--- config.mk ---
export PLATFORM = sky130hd
export DESIGN_NAME = base64_unpadded_encoder_flat
export DESIGN_NICKNAME = d
export VERILOG_FILES = /design/src/design/b64_pkg.sv /design/src/design/b64_stream_if.sv /design/src/design/b64_front.sv /design/src/design/b64_queue.sv /design/src/design/b64_back.sv /design/src/design/base64_unpadded_encoder.sv /design/src/flat_wrapper.sv
export SDC_FILE = /design/constraint.sdc
export NUM_CORES = 1
export LEC_CHECK = 0
export BUFFER_PORTS_ARGS = -buffer_cell sky130_fd_sc_hd__buf_2
export CORE_UTILIZATION = 35
export CTS_CLUSTER_SIZE = 25
export DETAILED_ROUTE_END_ITERATION = 10
export MAX_ROUTING_LAYER = met4
export PLACE_DENSITY = 0.62
export SLEW_MARGIN = 10
export SYNTH_ARGS = -nofsm -noshare
export SYNTH_HDL_FRONTEND = slang
export SYNTH_SLANG_ARGS = --single-unit
--- constraint.sdc ---
create_clock -name clock -period 4.9 [get_ports clock]
set_input_delay 0.49 -clock clock [delete_from_list [all_inputs] [get_ports clock]]
set_output_delay 0.49 -clock clock [all_outputs]
set_load 0.01 [all_outputs]
--- src/design/b64_pkg.sv ---
// ----------------------------------------------------------------------------
// b64_pkg
// Shared types and the sextet to ASCII mapping of the base64 encoder.
// ----------------------------------------------------------------------------
package b64_pkg;

   localparam int SEXTET_W = 6;
   localparam int CHAR_W   = 7;

   // one classified input byte: one or two sextets ready for output
   typedef struct packed {
      logic [SEXTET_W-1:0] sx0;
      logic [SEXTET_W-1:0] sx1;
      logic                two;    // sx1 is emitted too
      logic                last;   // final char of this entry ends the message
   } b64_entry_type;

   // front to queue
   typedef struct packed {
      logic          push;
      b64_entry_type entry;
   } b64_push_type;

   // queue to back
   typedef struct packed {
      logic          valid;
      b64_entry_type entry;
   } b64_head_type;

   localparam logic [CHAR_W-1:0] ASCII_UPPER_A = 7'h41;
   localparam logic [CHAR_W-1:0] ASCII_LOWER_A = 7'h61;
   localparam logic [CHAR_W-1:0] ASCII_DIGIT_0 = 7'h30;
   localparam logic [CHAR_W-1:0] ASCII_PLUS    = 7'h2B;
   localparam logic [CHAR_W-1:0] ASCII_SLASH   = 7'h2F;

   function automatic logic [CHAR_W-1:0] sextet_to_ascii(input logic [SEXTET_W-1:0] sx);
      logic [CHAR_W-1:0] v;
      v = {1'b0, sx};
      if (sx < 6'd26)
         return ASCII_UPPER_A + v;
      else if (sx < 6'd52)
         return ASCII_LOWER_A + v - 7'd26;
      else if (sx < 6'd62)
         return ASCII_DIGIT_0 + v - 7'd52;
      else if (sx == 6'd62)
         return ASCII_PLUS;
      else
         return ASCII_SLASH;
   endfunction

endpackage

--- src/design/b64_stream_if.sv ---
// ----------------------------------------------------------------------------
// b64 stream interfaces
// Valid/ready channels for raw bytes in and base64 characters out.
// ----------------------------------------------------------------------------
interface b64_req_if;
   logic       valid;
   logic       ready;
   logic [7:0] data_byte;
   logic       final_byte;

   modport source (output valid, output data_byte, output final_byte, input ready);
   modport sink   (input valid, input data_byte, input final_byte, output ready);
endinterface

interface b64_rsp_if;
   logic       valid;
   logic       ready;
   logic [6:0] out_char;
   logic       end_of_text;

   modport source (output valid, output out_char, output end_of_text, input ready);
   modport sink   (input valid, input out_char, input end_of_text, output ready);
endinterface

--- src/design/b64_front.sv ---
// ----------------------------------------------------------------------------
// b64_front
// Tracks the position in the 3-byte group and splits each byte into sextets.
// ----------------------------------------------------------------------------
module b64_front (
   input  logic                  clock,
   input  logic                  reset,
   input  logic                  in_valid,
   output logic                  in_ready,
   input  logic [7:0]            in_byte,
   input  logic                  in_final,
   input  logic                  queue_full,
   output b64_pkg::b64_push_type push_out
);
   import b64_pkg::*;

   typedef enum logic [1:0] {
      PH_FIRST  = 2'd0,
      PH_SECOND = 2'd1,
      PH_THIRD  = 2'd2
   } phase_type;

   phase_type     phase_ff, phase_in;
   logic [3:0]    left_ff, left_in;
   b64_entry_type entry;
   logic          take;

   assign in_ready = !queue_full;
   assign take     = in_valid && !queue_full;

   always_comb begin
      entry      = '0;
      entry.last = in_final;
      phase_in   = phase_ff;
      left_in    = left_ff;
      unique case (phase_ff)
         PH_SECOND: begin
            entry.sx0 = {left_ff[1:0], in_byte[7:4]};
            entry.sx1 = {in_byte[3:0], 2'b00};
            entry.two = in_final;
            phase_in  = PH_THIRD;
            left_in   = in_byte[3:0];
         end
         PH_THIRD: begin
            entry.sx0 = {left_ff, in_byte[7:6]};
            entry.sx1 = in_byte[5:0];
            entry.two = 1'b1;
            phase_in  = PH_FIRST;
            left_in   = '0;
         end
         default: begin
            entry.sx0 = in_byte[7:2];
            entry.sx1 = {in_byte[1:0], 4'b0000};
            entry.two = in_final;
            phase_in  = PH_SECOND;
            left_in   = {2'b00, in_byte[1:0]};
         end
      endcase
      // a final byte closes the message
      if (in_final) begin
         phase_in = PH_FIRST;
         left_in  = '0;
      end
   end

   always_ff @(posedge clock) begin
      if (reset) begin
         phase_ff <= PH_FIRST;
         left_ff  <= '0;
      end else if (take) begin
         phase_ff <= phase_in;
         left_ff  <= left_in;
      end
   end

   assign push_out.push  = take;
   assign push_out.entry = entry;

endmodule

--- src/design/b64_queue.sv ---
// ----------------------------------------------------------------------------
// b64_queue
// Short queue of classified entries between the front and back parts.
// ----------------------------------------------------------------------------
module b64_queue #(
   parameter int DEPTH = 2
) (
   input  logic                  clock,
   input  logic                  reset,
   input  b64_pkg::b64_push_type push_in,
   output logic                  full,
   output b64_pkg::b64_head_type head,
   input  logic                  pop
);
   import b64_pkg::*;

   localparam int PTR_W = (DEPTH > 1) ? $clog2(DEPTH) : 1;
   localparam int CNT_W = $clog2(DEPTH + 1);

   b64_entry_type    slot_ff [DEPTH];
   logic [PTR_W-1:0] wr_ptr_ff, wr_ptr_in;
   logic [PTR_W-1:0] rd_ptr_ff, rd_ptr_in;
   logic [CNT_W-1:0] count_ff, count_in;
   logic             do_push, do_pop;

   assign full    = (count_ff == CNT_W'(DEPTH));
   assign do_push = push_in.push && !full;
   assign do_pop  = pop && (count_ff != '0);

   assign head.valid = (count_ff != '0);
   assign head.entry = slot_ff[rd_ptr_ff];

   always_comb begin
      wr_ptr_in = wr_ptr_ff;
      rd_ptr_in = rd_ptr_ff;
      count_in  = count_ff;
      if (do_push)
         wr_ptr_in = (wr_ptr_ff == PTR_W'(DEPTH - 1)) ? '0 : wr_ptr_ff + 1'b1;
      if (do_pop)
         rd_ptr_in = (rd_ptr_ff == PTR_W'(DEPTH - 1)) ? '0 : rd_ptr_ff + 1'b1;
      if (do_push && !do_pop)
         count_in = count_ff + 1'b1;
      else if (do_pop && !do_push)
         count_in = count_ff - 1'b1;
   end

   always_ff @(posedge clock) begin
      if (reset) begin
         wr_ptr_ff <= '0;
         rd_ptr_ff <= '0;
         count_ff  <= '0;
      end else begin
         wr_ptr_ff <= wr_ptr_in;
         rd_ptr_ff <= rd_ptr_in;
         count_ff  <= count_in;
      end
   end

   always_ff @(posedge clock) begin
      if (do_push)
         slot_ff[wr_ptr_ff] <= push_in.entry;
   end

endmodule

--- src/design/b64_back.sv ---
// ----------------------------------------------------------------------------
// b64_back
// Emits one base64 character per cycle from queued entries while out_ready is high.
// ----------------------------------------------------------------------------
module b64_back (
   input  logic                  clock,
   input  logic                  reset,
   input  b64_pkg::b64_head_type head,
   output logic                  pop,
   output logic                  out_valid,
   input  logic                  out_ready,
   output logic [6:0]            out_char,
   output logic                  out_last
);
   import b64_pkg::*;

   logic                valid_ff;
   logic [CHAR_W-1:0]   char_ff, char_in;
   logic                last_ff, last_in;
   logic                pend_ff, pend_in;
   logic [SEXTET_W-1:0] pend_sx_ff;
   logic                pend_last_ff;
   logic                load;
   logic                load_any;

   // output register free or its transfer completes now
   assign load     = !valid_ff || out_ready;
   assign pop      = load && !pend_ff && head.valid;
   assign load_any = load && (pend_ff || head.valid);

   always_comb begin
      pend_in = pend_ff;
      char_in = char_ff;
      last_in = last_ff;
      if (load && pend_ff) begin
         char_in = sextet_to_ascii(pend_sx_ff);
         last_in = pend_last_ff;
         pend_in = 1'b0;
      end else if (pop) begin
         char_in = sextet_to_ascii(head.entry.sx0);
         last_in = head.entry.last && !head.entry.two;
         pend_in = head.entry.two;
      end
   end

   always_ff @(posedge clock) begin
      if (reset) begin
         valid_ff <= 1'b0;
         pend_ff  <= 1'b0;
      end else begin
         if (load)
            valid_ff <= load_any;
         pend_ff <= pend_in;
      end
   end

   always_ff @(posedge clock) begin
      char_ff <= char_in;
      last_ff <= last_in;
      if (pop) begin
         pend_sx_ff   <= head.entry.sx1;
         pend_last_ff <= head.entry.last;
      end
   end

   assign out_valid = valid_ff;
   assign out_char  = char_ff;
   assign out_last  = last_ff;

endmodule

--- src/design/base64_unpadded_encoder.sv ---
// ----------------------------------------------------------------------------
// base64_unpadded_encoder
// Byte stream to unpadded base64 character stream.
// ----------------------------------------------------------------------------
// One byte enters per transfer on req_ch, final_byte marking the message end;
// characters leave on rsp_ch one per cycle while it is ready, end_of_text on
// the last of them. A byte yields one character, or two (the third byte of a
// group, or a final byte); the single character output register is what
// sets the pace. Bytes are taken every cycle while the entry queue
// (QUEUE_DEPTH entries) has room; a byte is stored in the entry queue and
// then in the output register before its first character is offered.
// No '=' padding is produced.
// ----------------------------------------------------------------------------
module base64_unpadded_encoder #(
   parameter int QUEUE_DEPTH = 2
) (
   input logic       clock,
   input logic       reset,
   b64_req_if.sink   req_ch,
   b64_rsp_if.source rsp_ch
);
   import b64_pkg::*;

   b64_push_type push;
   b64_head_type head;
   logic         queue_full;
   logic         pop;

   b64_front u_front (
      .clock      (clock),
      .reset      (reset),
      .in_valid   (req_ch.valid),
      .in_ready   (req_ch.ready),
      .in_byte    (req_ch.data_byte),
      .in_final   (req_ch.final_byte),
      .queue_full (queue_full),
      .push_out   (push)
   );

   b64_queue #(
      .DEPTH (QUEUE_DEPTH)
   ) u_queue (
      .clock   (clock),
      .reset   (reset),
      .push_in (push),
      .full    (queue_full),
      .head    (head),
      .pop     (pop)
   );

   b64_back u_back (
      .clock     (clock),
      .reset     (reset),
      .head      (head),
      .pop       (pop),
      .out_valid (rsp_ch.valid),
      .out_ready (rsp_ch.ready),
      .out_char  (rsp_ch.out_char),
      .out_last  (rsp_ch.end_of_text)
   );

endmodule

--- src/flat_wrapper.sv ---
// flat-port wrapper written by rule: the top's interface ports become plain ports
module base64_unpadded_encoder_flat import b64_pkg::*;
#(
   parameter int QUEUE_DEPTH = 2
)
  (clock, reset, req_ch_valid, req_ch_data_byte, req_ch_final_byte, req_ch_ready, rsp_ch_valid, rsp_ch_out_char, rsp_ch_end_of_text, rsp_ch_ready);
  b64_req_if req_ch_i ();
  b64_rsp_if rsp_ch_i ();
  input logic clock;
  input logic reset;
  input wire logic [$bits(req_ch_i.valid)-1:0] req_ch_valid;
  input wire logic [$bits(req_ch_i.data_byte)-1:0] req_ch_data_byte;
  input wire logic [$bits(req_ch_i.final_byte)-1:0] req_ch_final_byte;
  output wire logic [$bits(req_ch_i.ready)-1:0] req_ch_ready;
  output wire logic [$bits(rsp_ch_i.valid)-1:0] rsp_ch_valid;
  output wire logic [$bits(rsp_ch_i.out_char)-1:0] rsp_ch_out_char;
  output wire logic [$bits(rsp_ch_i.end_of_text)-1:0] rsp_ch_end_of_text;
  input wire logic [$bits(rsp_ch_i.ready)-1:0] rsp_ch_ready;
  assign req_ch_i.valid = req_ch_valid;
  assign req_ch_i.data_byte = req_ch_data_byte;
  assign req_ch_i.final_byte = req_ch_final_byte;
  assign req_ch_ready = req_ch_i.ready;
  assign rsp_ch_valid = rsp_ch_i.valid;
  assign rsp_ch_out_char = rsp_ch_i.out_char;
  assign rsp_ch_end_of_text = rsp_ch_i.end_of_text;
  assign rsp_ch_i.ready = rsp_ch_ready;
  base64_unpadded_encoder #(.QUEUE_DEPTH(QUEUE_DEPTH)) u_core (.clock(clock), .reset(reset), .req_ch(req_ch_i), .rsp_ch(rsp_ch_i));
endmodule
==> results.sh, run 1 <==
export IMPL_synth_fa_ha_area_share_pct=5.684
export IMPL_fin_tns_setup_ns=0
export IMPL_antenna_found_initial=0
export IMPL_muxShareOfSynthArea_pct=5.684
export IMPL_hold_class="input pin to register"
export IMPL_mostFrequentLayoutCell="edfxtp_1"
export IMPL_grt_pass1_vias=1990
export IMPL_finalCriticalPeriod_ns=2.679
export IMPL_slew_viol_final=0
export IMPL_cp_required_ns=5.04
export IMPL_avgSynthCellArea_um2=10.81
export IMPL_skew_ns=0.008343
export IMPL_synth_edf_count=43
export IMPL_r2r_slack_ns=2.22
export IMPL_power_density_mw_per_mm2=537.5
export IMPL_cts_hold_fix_buffers=0
export IMPL_insertion_delay_ns=0.31
export IMPL_fillers=847
export IMPL_diodes=0
export IMPL_drt_total_wl_mm=5.815
export IMPL_drt_first_pass_iters=4
export IMPL_core_area_mm2=0.008382
export IMPL_area_delta_synth_final_pct=9.298
export IMPL_synth_top_family_by_area="compound AO/OA/AOI/OAI gates"
export IMPL_ys_ff_latch=56
export IMPL_postLayoutCellArea_mm2=0.003368
export IMPL_gp_congestion=0.8716
export IMPL_dp_hpwl_mm=4.365
export IMPL_portBuffers=22
export IMPL_place_area_mm2=0.003279
export IMPL_peakVddDrop_v=0.0001627
export IMPL_die_w_um=95.84
export IMPL_worstSetupEndpointType="register"
export IMPL_crit_family="compound AO/OA/AOI/OAI gates"
export IMPL_async_flop_share_pct=0
export IMPL_setup_viol=0
export IMPL_postRouteAntennaNets=0
export IMPL_ff2ff_path_depth=7
export IMPL_synthSimpleGateAreaFrac_pct=14.21
export IMPL_clk_pin_slew_ns=0.10
export IMPL_cp_buffers_inverters=1
export IMPL_crit_chain="mux2i_2 > inv_1 > ha_1 > a21o_1 > a221oi_4 > nor3_2 > o32ai_2"
export IMPL_startpoint_type="register"
export IMPL_fp_dieH_um=95.84
export IMPL_drive_above_1_share_pct=17.70
export IMPL_grt_overflow=0
export IMPL_cts_buffer_depth=2
export IMPL_grt_max_degree=22
export IMPL_die_area_mm2=0.009184
export IMPL_ctsResizeCount=0
export IMPL_routed_via_density=5.159
export IMPL_arrival_ns=2.82
export IMPL_synth_compound_area_share_pct=17.01
export IMPL_crit_fanout=14
export IMPL_worst_pin_slew_ns=0.7556
export IMPL_layout_common_cells="43 x edfxtp_1, 24 x nor2_1, 22 x buf_2"
export IMPL_drt_iter0_drc=77
export IMPL_syn_area_mm2=0.003082
export IMPL_fin_nets=331
export IMPL_rows=33
export IMPL_grtUsageTotal_pct=14.14
export IMPL_numCtsBuffers=5
export IMPL_synth_seq_area_share_pct=50.35
export IMPL_tritoncts="done"
export IMPL_yosys_warnings=0
export IMPL_finalCritPeriodShare_pct=54.68
export IMPL_crit_slowest_cell="dfxtp_1"
export IMPL_worstHoldPathCells=1
export IMPL_cts_root_buffer="clkbuf_8"
export IMPL_h_tree_depth=2
export IMPL_hold_start="req_ch_final_byte"
export IMPL_slowest_delay_ns=0.73
export IMPL_drc=0
export IMPL_grt_pass1_wl_mm=9.660
export IMPL_fmax_ghz=0.3732
export IMPL_max_slew_margin_pct=49.63
export IMPL_syn_nets=312
export IMPL_path_class="register to register"
export IMPL_synth_xor_area_share_pct=2.842
export IMPL_rsz0062_at_grt="no"
export IMPL_maxCapViolations=0
export IMPL_post_cts_setup_buffers=0
export IMPL_final_hold_violation_count=0
export IMPL_initial_core_util_pct=36.77
export IMPL_synth_ff_type="edfxtp_1"
export IMPL_num_vias=2115
export IMPL_io_pins=23
export IMPL_cts_sinks=56
export IMPL_routedWlPerCell_um=14.18
export IMPL_outcome="finished clean"
export IMPL_p_leak_nw=1.220
export IMPL_r2r_end="u_core.u_back.out_char[5]"
export IMPL_min_to="u_core.u_queue.slot_ff[0][0]"
export IMPL_ys_types=56
export IMPL_syn_inst=285
## worst max-delay path by stage
| stage | start | end | cells past startpoint |
|---|---|---|---|
| 5_1_grt | register | u_core.u_back.out_char[3] | 8 |
| 2_1_floorplan | register | u_core.u_back.out_char[4] | 9 |
| 6_report | register | u_core.u_back.out_char[5] | 7 |
| 4_1_cts | register | u_core.u_back.out_char[5] | 7 |
| 3_5_place_dp | register | u_core.u_back.out_char[4] | 7 |
| 3_3_place_gp | register | u_core.u_back.out_char[4] | 7 |
## report_power, final
part           switching [W]  total [W]  internal, W
Clock               0.000152   0.000254     0.000102
Combinational       0.000442   0.000776     0.000335
Sequential         0.0000992   0.000780     0.000680
## synthesized netlist by cell type (2+ instances only)
library cell | number | share of area (%)
edfxtp_1 | 43 | 42
nor2_1 | 24 | 2.9
nand2_1 | 21 | 2.6
a21oi_1 | 18 | 2.9
o21ai_0 | 17 | 2.8
a22oi_1 | 15 | 3.7
inv_1 | 15 | 1.8
ha_1 | 14 | 5.7
dfxtp_1 | 13 | 8.4
mux2_2 | 9 | 3.3
nand3_1 | 8 | 1.3
clkbuf_1 | 7 | 0.85
xnor2_1 | 7 | 2.0
nor3_1 | 6 | 0.97
buf_2 | 5 | 0.81
nand4_1 | 4 | 0.81
a21o_1 | 3 | 0.73
mux2i_2 | 3 | 1.3
nand2b_1 | 3 | 0.61
nand3b_1 | 3 | 0.73
nor3b_1 | 3 | 0.73
xor2_1 | 3 | 0.85
and2_1 | 2 | 0.41
buf_6 | 2 | 0.73
nand4b_1 | 2 | 0.57
nor2b_1 | 2 | 0.41
o211ai_1 | 2 | 0.49
o22ai_1 | 2 | 0.41
or3_1 | 2 | 0.41
## layout make-up
cell class	instances	area (um^2)	share of cell area [%]
Sequential cell	56	1551	46.06
Multi-Input combinational cell	200	1400	41.57
Timing Repair Buffer	26	140.1	4.160
Tap cell	105	131.4	3.900
Clock buffer	6	72.57	2.155
Inverter	15	56.30	1.672
Clock inverter	2	16.27	0.4829
## cells by family (layout without fill, tap and decap cells)
| logic type | after synthesis | in the layout |
|---|---|---|
| AO/OA/AOI/OAI | 75 | 75 |
| XOR/XNOR | 10 | 10 |
| flip-flops | 56 | 56 |
| AND/OR/NAND/NOR | 87 | 87 |
| adder cells (fa/ha/maj) | 14 | 14 |
| buffers and inverters | 29 | 49 |
| multiplexers | 14 | 14 |
## flip-flops by register name, summed over array words and instances, names as in the netlist, named ones only
name and count:
u_core.u_queue.slot_ff 28, u_core.u_back.out_char 7, u_core.u_back.pend_sx_ff 6, u_core.u_front.left_ff 4, u_core.u_front.phase_ff 2, u_core.u_queue.count_ff 2, u_core.u_back.out_last 1, u_core.u_back.out_valid 1
u_core.u_back.pend_ff 1, u_core.u_back.pend_last_ff 1, u_core.u_queue.rd_ptr_ff 1, u_core.u_queue.wr_ptr_ff 1
## layer usage
metal | up-vias | track usage, % | share of wire [%]
met5 | - | - | 0
li1 | 1093 | - | -
met4 | 0 | 4.726 | 1.9
met3 | 9 | 2.449 | 3.1
met1 | 976 | 19.38 | 51
met2 | 37 | 21.19 | 44
## metrics by stage
step           setup WS, ns  cells  hold WS, ns  power, W  utilization (%)
6_report              2.221    410       0.4541  0.001810            40.19
5_1_grt               2.028    410       0.4453  0.001946            40.19
4_1_cts               2.232    410       0.4399  0.001816            40.19
3_5_place_dp          2.263    402       0.5078  0.001563            39.13
3_3_place_gp          2.330    402       0.5017  0.001555            39.13
2_1_floorplan         2.625    285       0.4780  0.001379                -
Note: power is estimated with default switching activity, not from simulation.
==> run 2, diff against run 1 <==
--- a/config.mk
+++ b/config.mk
@@ -5,12 +5,13 @@
 export SDC_FILE = /design/constraint.sdc
 export NUM_CORES = 1
 export LEC_CHECK = 0
+export ABC_AREA = 1
 export BUFFER_PORTS_ARGS = -buffer_cell sky130_fd_sc_hd__buf_2
 export CORE_UTILIZATION = 35
 export CTS_CLUSTER_SIZE = 25
 export DETAILED_ROUTE_END_ITERATION = 10
 export MAX_ROUTING_LAYER = met4
-export PLACE_DENSITY = 0.62
+export PLACE_DENSITY = 0.64
 export SLEW_MARGIN = 10
 export SYNTH_ARGS = -nofsm -noshare
 export SYNTH_HDL_FRONTEND = slang
==> constraint.sdc (replaced) <==
create_clock -name clock -period 2.4 [get_ports clock]
set_input_delay 0.24 -clock clock [delete_from_list [all_inputs] [get_ports clock]]
set_output_delay 0.24 -clock clock [all_outputs]
set_load 0.01 [all_outputs]
==> run 2 against run 1 <==
  * Area after synthesis is 6.2% higher
  * Via count is 19% higher
  * Register-to-register slack worse by 1.9 ns
  * Global-route usage is 0.42 points higher
  * Non-clock buffer count is 2 higher
  * Utilization is 0.36 points higher
==> results.sh, run 2 <==
export IMPL_largest_register="u_core.u_queue.slot_ff"
export IMPL_avgSynthCellArea_um2=8.454
export IMPL_clk_pin_slew_ns=0.10
export IMPL_yosys_warnings=0
export IMPL_grt_overflow=0
export IMPL_yosysMostFrequentCell="nand2_1"
export IMPL_fp_dieH_um=98.69
export IMPL_io_pins=23
export IMPL_startpoint_type="register"
export IMPL_tritoncts="done"
export IMPL_crit_top_cell="nand2_1"
export IMPL_swShare_pct=42.90
export IMPL_crit_slowest_cell="dfxtp_1"
export IMPL_crit_family="simple AND/OR/NAND/NOR gates"
export IMPL_num_vias=2515
export IMPL_crit_chain="buf_4 > nand2_1 > nand2_2 > ha_1 > nand2_1 > nand2_1 > nand2_1 > nand2_2 > nand2_1 > clkinv_1 > nand2_1 > nand2_1 > nand2_1"
export IMPL_path_depth=13
export IMPL_syn_inst=387
export IMPL_diodes=0
export IMPL_rsz0062_at_grt="no"
export IMPL_switching_power_w=0.001881
export IMPL_postRouteAntennaNets=0
export IMPL_routed_via_density=4.827
export IMPL_skew_ns=0.005060
export IMPL_r2r_slack_ns=0.30
export IMPL_ctsResizeCount=0
export IMPL_wl_met3_um=199
export IMPL_peakVddDrop_v=0.0003439
export IMPL_place_ws_ns=0.3020
export IMPL_cp_buffers_inverters=2
export IMPL_die_w_um=98.69
export IMPL_worstSetupEndpointType="register"
export IMPL_pwr_share_seq_pct=36.9
export IMPL_fin_tns_setup_ns=0
export IMPL_core_area_mm2=0.008891
export IMPL_top_layer_used="met4"
export IMPL_setup_worst_path_end="u_core.u_back.out_char[2]"
export IMPL_setup_viol=0
export IMPL_fillers=884
export IMPL_grt_pass1_wl_mm=11.04
export IMPL_layout_common_cells="109 x nand2_1, 52 x inv_1, 43 x edfxtp_1"
export IMPL_synth_edf_count=43
export IMPL_grt_max_degree=18
export IMPL_timing_hold_ws_ns=0.1886
export IMPL_drt_total_wl_mm=6.340
export IMPL_drt_first_pass_iters=4
export IMPL_fin_nets=439
export IMPL_largest_reg_flops=28
export IMPL_grt_pass1_vias=2389
export IMPL_yosys_area_top_type="edfxtp_1"
export IMPL_fin_util_pct=40.54
export IMPL_mostFrequentLayoutCell="nand2_1"
export IMPL_wl_met1_mm=2.991
export IMPL_worstHoldPathCells=1
export IMPL_synth_area_leaders="edfxtp_1 39%, nand2_1 13%, dfxtp_1 8.0%, inv_1 6.0%, ha_1 5.4%"
export IMPL_slowest_delay_ns=0.59
export IMPL_fmax_ghz=0.4757
export IMPL_ys_ff_latch=56
export IMPL_worst_pin_slew_ns=0.4388
export IMPL_power_internal_w=0.002504
export IMPL_gp_congestion=0.9017
export IMPL_drive_above_1_share_pct=15.01
export IMPL_r2r_end="u_core.u_back.out_char[2]"
export IMPL_antenna_found_initial=0
export IMPL_hold_start="req_ch_final_byte"
export IMPL_grtUsageTotal_pct=14.56
export IMPL_fin_ws_ns=0.2976
export IMPL_hold_class="input pin to register"
export IMPL_initial_core_util_pct=36.80
export IMPL_arrival_ns=2.17
export IMPL_insertion_delay_ns=0.30
export IMPL_portBuffers=22
export IMPL_max_slew_margin_pct=70.67
export IMPL_async_flop_share_pct=0
export IMPL_post_cts_setup_buffers=0
export IMPL_path_class="register to register"
export IMPL_syn_nets=414
export IMPL_cts_buffer_depth=2
export IMPL_cts_hold_fix_buffers=0
export IMPL_maxCapViolations=0
export IMPL_drc=0
export IMPL_finalCritPeriodShare_pct=87.60
export IMPL_syn_area_mm2=0.003272
export IMPL_comb_power_share_pct=49.1
export IMPL_finalCriticalPeriod_ns=2.102
export IMPL_crit_fanout=12
export IMPL_rows=34
export IMPL_cp_required_ns=2.47
export IMPL_cts_root_buffer="clkbuf_8"
export IMPL_synth_common_cells="109 x nand2_1, 52 x inv_1, 43 x edfxtp_1, 25 x nor2_1, 23 x nand3_1"
export IMPL_numCtsBuffers=5
export IMPL_die_area_mm2=0.009739
export IMPL_dp_hpwl_mm=5.012
export IMPL_outcome="finished clean"
export IMPL_ys_types=38
export IMPL_total_power_w=0.004385
export IMPL_slew_viol_final=0
export IMPL_ff2ff_path_depth=13
export IMPL_clkPwrFrac_pct=14.0
export IMPL_h_tree_depth=2
export IMPL_area_delta_synth_final_pct=10.17
export IMPL_drt_iter0_drc=127
export IMPL_routed_wl_met2_mm=3.007
export IMPL_power_density_mw_per_mm2=1216
export IMPL_synth_seq_area_share_pct=47.42
export IMPL_final_hold_violation_count=0
export IMPL_synth_top_area_share_pct=39.46
export IMPL_p_leak_nw=1.619
export IMPL_routedWlPerCell_um=12.17
export IMPL_synth_ff_type="edfxtp_1"
export IMPL_cts_sinks=56
[run 2: cells by family after synthesis]
family / Yosys count / synth area share (%)
adder cells (fa/ha/maj): 14 / 5.354
buffers and inverters: 67 / 8.719
flip-flops: 56 / 47.42
XOR/XNOR: 6 / 1.606
AO/OA/AOI/OAI: 61 / 10.94
AND/OR/NAND/NOR: 183 / 25.97
[run 2: through the flow]
| step | std cells | cell area [um^2] |
|---|---|---|
| after global placement | 513 | 3493 |
| after global routing | 521 | 3605 |
| final | 521 | 3605 |
| after CTS | 521 | 3605 |
| after detailed placement | 513 | 3493 |
| after floorplan | 387 | 3272 |
[run 2: power groups by stage]
stage | clock network, W | logic (W) | registers [W]
final | 0.000612 | 0.00215 | 0.00162
after global routing | 0.000669 | 0.00248 | 0.00166
after CTS | 0.000632 | 0.00217 | 0.00162
after detailed placement | 0 | 0.00217 | 0.00164
after global placement | 0 | 0.00213 | 0.00163
after floorplan | 0 | 0.00168 | 0.00162
[run 2: cell type report]
class | count | area (um^2) | area share, %
inverters | 57 | 216.5 | 6.005
clock buffers | 6 | 72.57 | 2.013
clock inverters | 2 | 38.79 | 1.076
repair buffers | 28 | 155.1 | 4.304
multi-input cells | 264 | 1435 | 39.81
well taps | 108 | 135.1 | 3.749
flip-flops and latches | 56 | 1551 | 43.04
[run 2: worst min path at each step]
stage / to / slack [ns]
floorplan: u_core.u_queue.slot_ff[0][0] / 0.34
global placement: u_core.u_front.left_ff[3] / 0.45
detailed placement: u_core.u_front.left_ff[2] / 0.46
CTS: u_core.u_queue.slot_ff[0][0] / 0.17
global route: u_core.u_queue.slot_ff[1][0] / 0.18
finish: u_core.u_queue.slot_ff[1][0] / 0.19
[run 2: layer usage]
metal | vias to the layer above | global-route usage, %
met5 | - | -
met4 | 0 | 5.281
met3 | 14 | 2.837
met2 | 54 | 23.56
met1 | 1128 | 18.18
li1 | 1319 | -
==> run 3, diff against run 2 <==
--- a/config.mk
+++ b/config.mk
@@ -11,7 +11,7 @@
 export CTS_CLUSTER_SIZE = 25
 export DETAILED_ROUTE_END_ITERATION = 10
 export MAX_ROUTING_LAYER = met4
-export PLACE_DENSITY = 0.64
+export PLACE_DENSITY = 0.62
 export SLEW_MARGIN = 10
 export SYNTH_ARGS = -nofsm -noshare
 export SYNTH_HDL_FRONTEND = slang
==> constraint.sdc (replaced) <==
create_clock -name clock -period 2.63 [get_ports clock]
set_input_delay 0.263 -clock clock [delete_from_list [all_inputs] [get_ports clock]]
set_output_delay 0.263 -clock clock [all_outputs]
set_load 0.01 [all_outputs]
==> run 3 against run 2 <==
  * Final cell count did not move
  * Critical endpoint unchanged
  * Register-to-register slack improved by 0.37 ns
  * Combinational power fell by 6%
  * Utilization fell by 0.25 points
  * Worst hold slack improved by 0.018 ns
  * Flip-flop and latch count did not move
  * Sequential power fell by 9.9%
  * Die area did not move
  * Largest cell class unchanged
  * Design area fell by 0.62%
==> results.sh, run 3 (synthesis gave the netlist of run 2 again) <==
export IMPL_outcome="finished clean"
export IMPL_ctsResizeCount=0
export IMPL_mostFrequentLayoutCell="nand2_1"
export IMPL_grt_max_degree=18
export IMPL_postRouteAntennaNets=0
export IMPL_final_hold_violation_count=0
export IMPL_cts_buffer_depth=2
export IMPL_core_area_mm2=0.008891
export IMPL_portBuffers=22
export IMPL_crit_chain="buf_4 > nand2_1 > o21ai_2 > ha_1 > inv_1 > nand2_1 > nand2_1 > nand2_2 > nand2_1 > clkinv_1 > nand2_1 > nand2_1 > nand2_1"
export IMPL_multiInputGateArea_mm2=0.001435
export IMPL_area_delta_synth_final_pct=9.484
export IMPL_grtUsageTotal_pct=14.29
export IMPL_setup_viol=0
export IMPL_fin_tns_setup_ns=0
export IMPL_io_pins=23
export IMPL_hold_class="input pin to register"
export IMPL_largest_register="u_core.u_queue.slot_ff"
export IMPL_clkPwrFrac_pct=11.9
export IMPL_gp_congestion=0.9127
export IMPL_arrival_ns=2.03
export IMPL_worstSetupEndpointType="register"
export IMPL_grt_pass1_wl_mm=10.83
export IMPL_comb_power_share_pct=51.2
export IMPL_die_w_um=98.69
export IMPL_regArea_mm2=0.001551
export IMPL_crit_top_cell="nand2_1"
export IMPL_total_power_w=0.003951
export IMPL_rows=34
export IMPL_drc=0
export IMPL_drive_above_1_share_pct=15.01
export IMPL_cts_sinks=56
export IMPL_fmax_ghz=0.5097
export IMPL_grt_overflow=0
export IMPL_startpoint_type="register"
export IMPL_die_area_mm2=0.009739
export IMPL_pwr_share_seq_pct=36.9
export IMPL_peakVddDrop_v=0.0002927
export IMPL_diodes=0
export IMPL_fin_nets=439
export IMPL_antenna_found_initial=0
export IMPL_dp_cells=513
export IMPL_cts_root_buffer="clkbuf_8"
export IMPL_cp_required_ns=2.70
export IMPL_initial_core_util_pct=36.80
export IMPL_skew_ns=0.006524
export IMPL_largest_reg_flops=28
export IMPL_numCtsBuffers=5
export IMPL_post_cts_setup_buffers=0
export IMPL_finalCritPeriodShare_pct=74.59
export IMPL_crit_fanout=10
export IMPL_slowest_delay_ns=0.37
export IMPL_finalCriticalPeriod_ns=1.962
export IMPL_h_tree_depth=2
export IMPL_crit_slowest_cell="dfxtp_1"
export IMPL_switching_power_w=0.001760
export IMPL_insertion_delay_ns=0.30
export IMPL_slew_viol_final=0
export IMPL_num_vias=2541
export IMPL_power_density_mw_per_mm2=1103
export IMPL_maxCapViolations=0
export IMPL_path_class="register to register"
export IMPL_rsz0062_at_grt="no"
export IMPL_dp_hpwl_mm=4.952
export IMPL_routed_via_density=4.877
export IMPL_worst_pin_slew_ns=0.3918
export IMPL_p_leak_nw=1.605
export IMPL_drt_total_wl_mm=6.501
export IMPL_layout_common_cells="109 x nand2_1, 52 x inv_1, 43 x edfxtp_1"
export IMPL_drt_iter0_drc=135
export IMPL_tritoncts="done"
export IMPL_max_slew_margin_pct=73.82
export IMPL_fp_dieH_um=98.69
export IMPL_cts_hold_fix_buffers=0
export IMPL_hold_start="req_ch_final_byte"
export IMPL_clk_pin_slew_ns=0.10
export IMPL_fillers=857
export IMPL_fin_cells=521
export IMPL_drt_first_pass_iters=4
export IMPL_routedWlPerCell_um=12.48
export IMPL_swShare_pct=44.55
export IMPL_power_internal_w=0.002191
export IMPL_grt_pass1_vias=2376
## run 3: per-layer routing
metal  routed length [um]  part of all wire (%)  GRT usage (%)  up-vias
met2                 2994                    46          23.02       56
met3                  233                   3.6          2.695        9
li1                     -                     -              -     1314
met1                 3217                    49          18.52     1162
met4                   55                  0.85          3.789        0
met5                    0                     0              -        -
## run 3: area by class of cell
type	instances	share of cell area, %
Timing Repair Buffer	28	4.331
Multi-Input combinational cell	264	40.06
Inverter	57	6.043
Tap cell	108	3.772
Clock buffer	6	2.026
Clock inverter	2	0.4541
Sequential cell	56	43.31
## run 3: metrics by stage
stage	utilization, %	hold slack [ns]	area [um^2]	setup slack (ns)
after floorplan	-	0.3619	3272	0.7850
after global routing	40.29	0.2015	3582	0.4701
after global placement	39.29	0.4542	3493	0.7186
after detailed placement	39.29	0.4624	3493	0.6899
after CTS	40.29	0.1988	3582	0.6726
final	40.29	0.2068	3582	0.6682
## run 3: worst max-delay path, delay by kind of cell, from the launching register on
family	cells	cell delay, ns
compound gates	1	0.13
fa+ha+maj	1	0.25
buf+inv	3	0.35
flops	1	0.37
simple gates	8	0.62
## run 3: power by group through the flow
stage               clock network (W)  registers (W)  logic (W)
floorplan                           0        0.00148    0.00153
global placement                    0        0.00147    0.00202
detailed placement                  0        0.00148    0.00202
CTS                          0.000480        0.00146    0.00203
global route                 0.000516        0.00148    0.00230
finish                       0.000470        0.00146    0.00202
## run 3: worst paths after layout
path              slack, ns                           end  cells past startpoint
setup / recovery       0.67     u_core.u_back.out_char[2]                     13
hold / removal         0.21  u_core.u_queue.slot_ff[0][0]                      1
setup reg to reg       0.67     u_core.u_back.out_char[2]                     13
hold reg to reg        0.48     u_core.u_front.left_ff[2]                      2
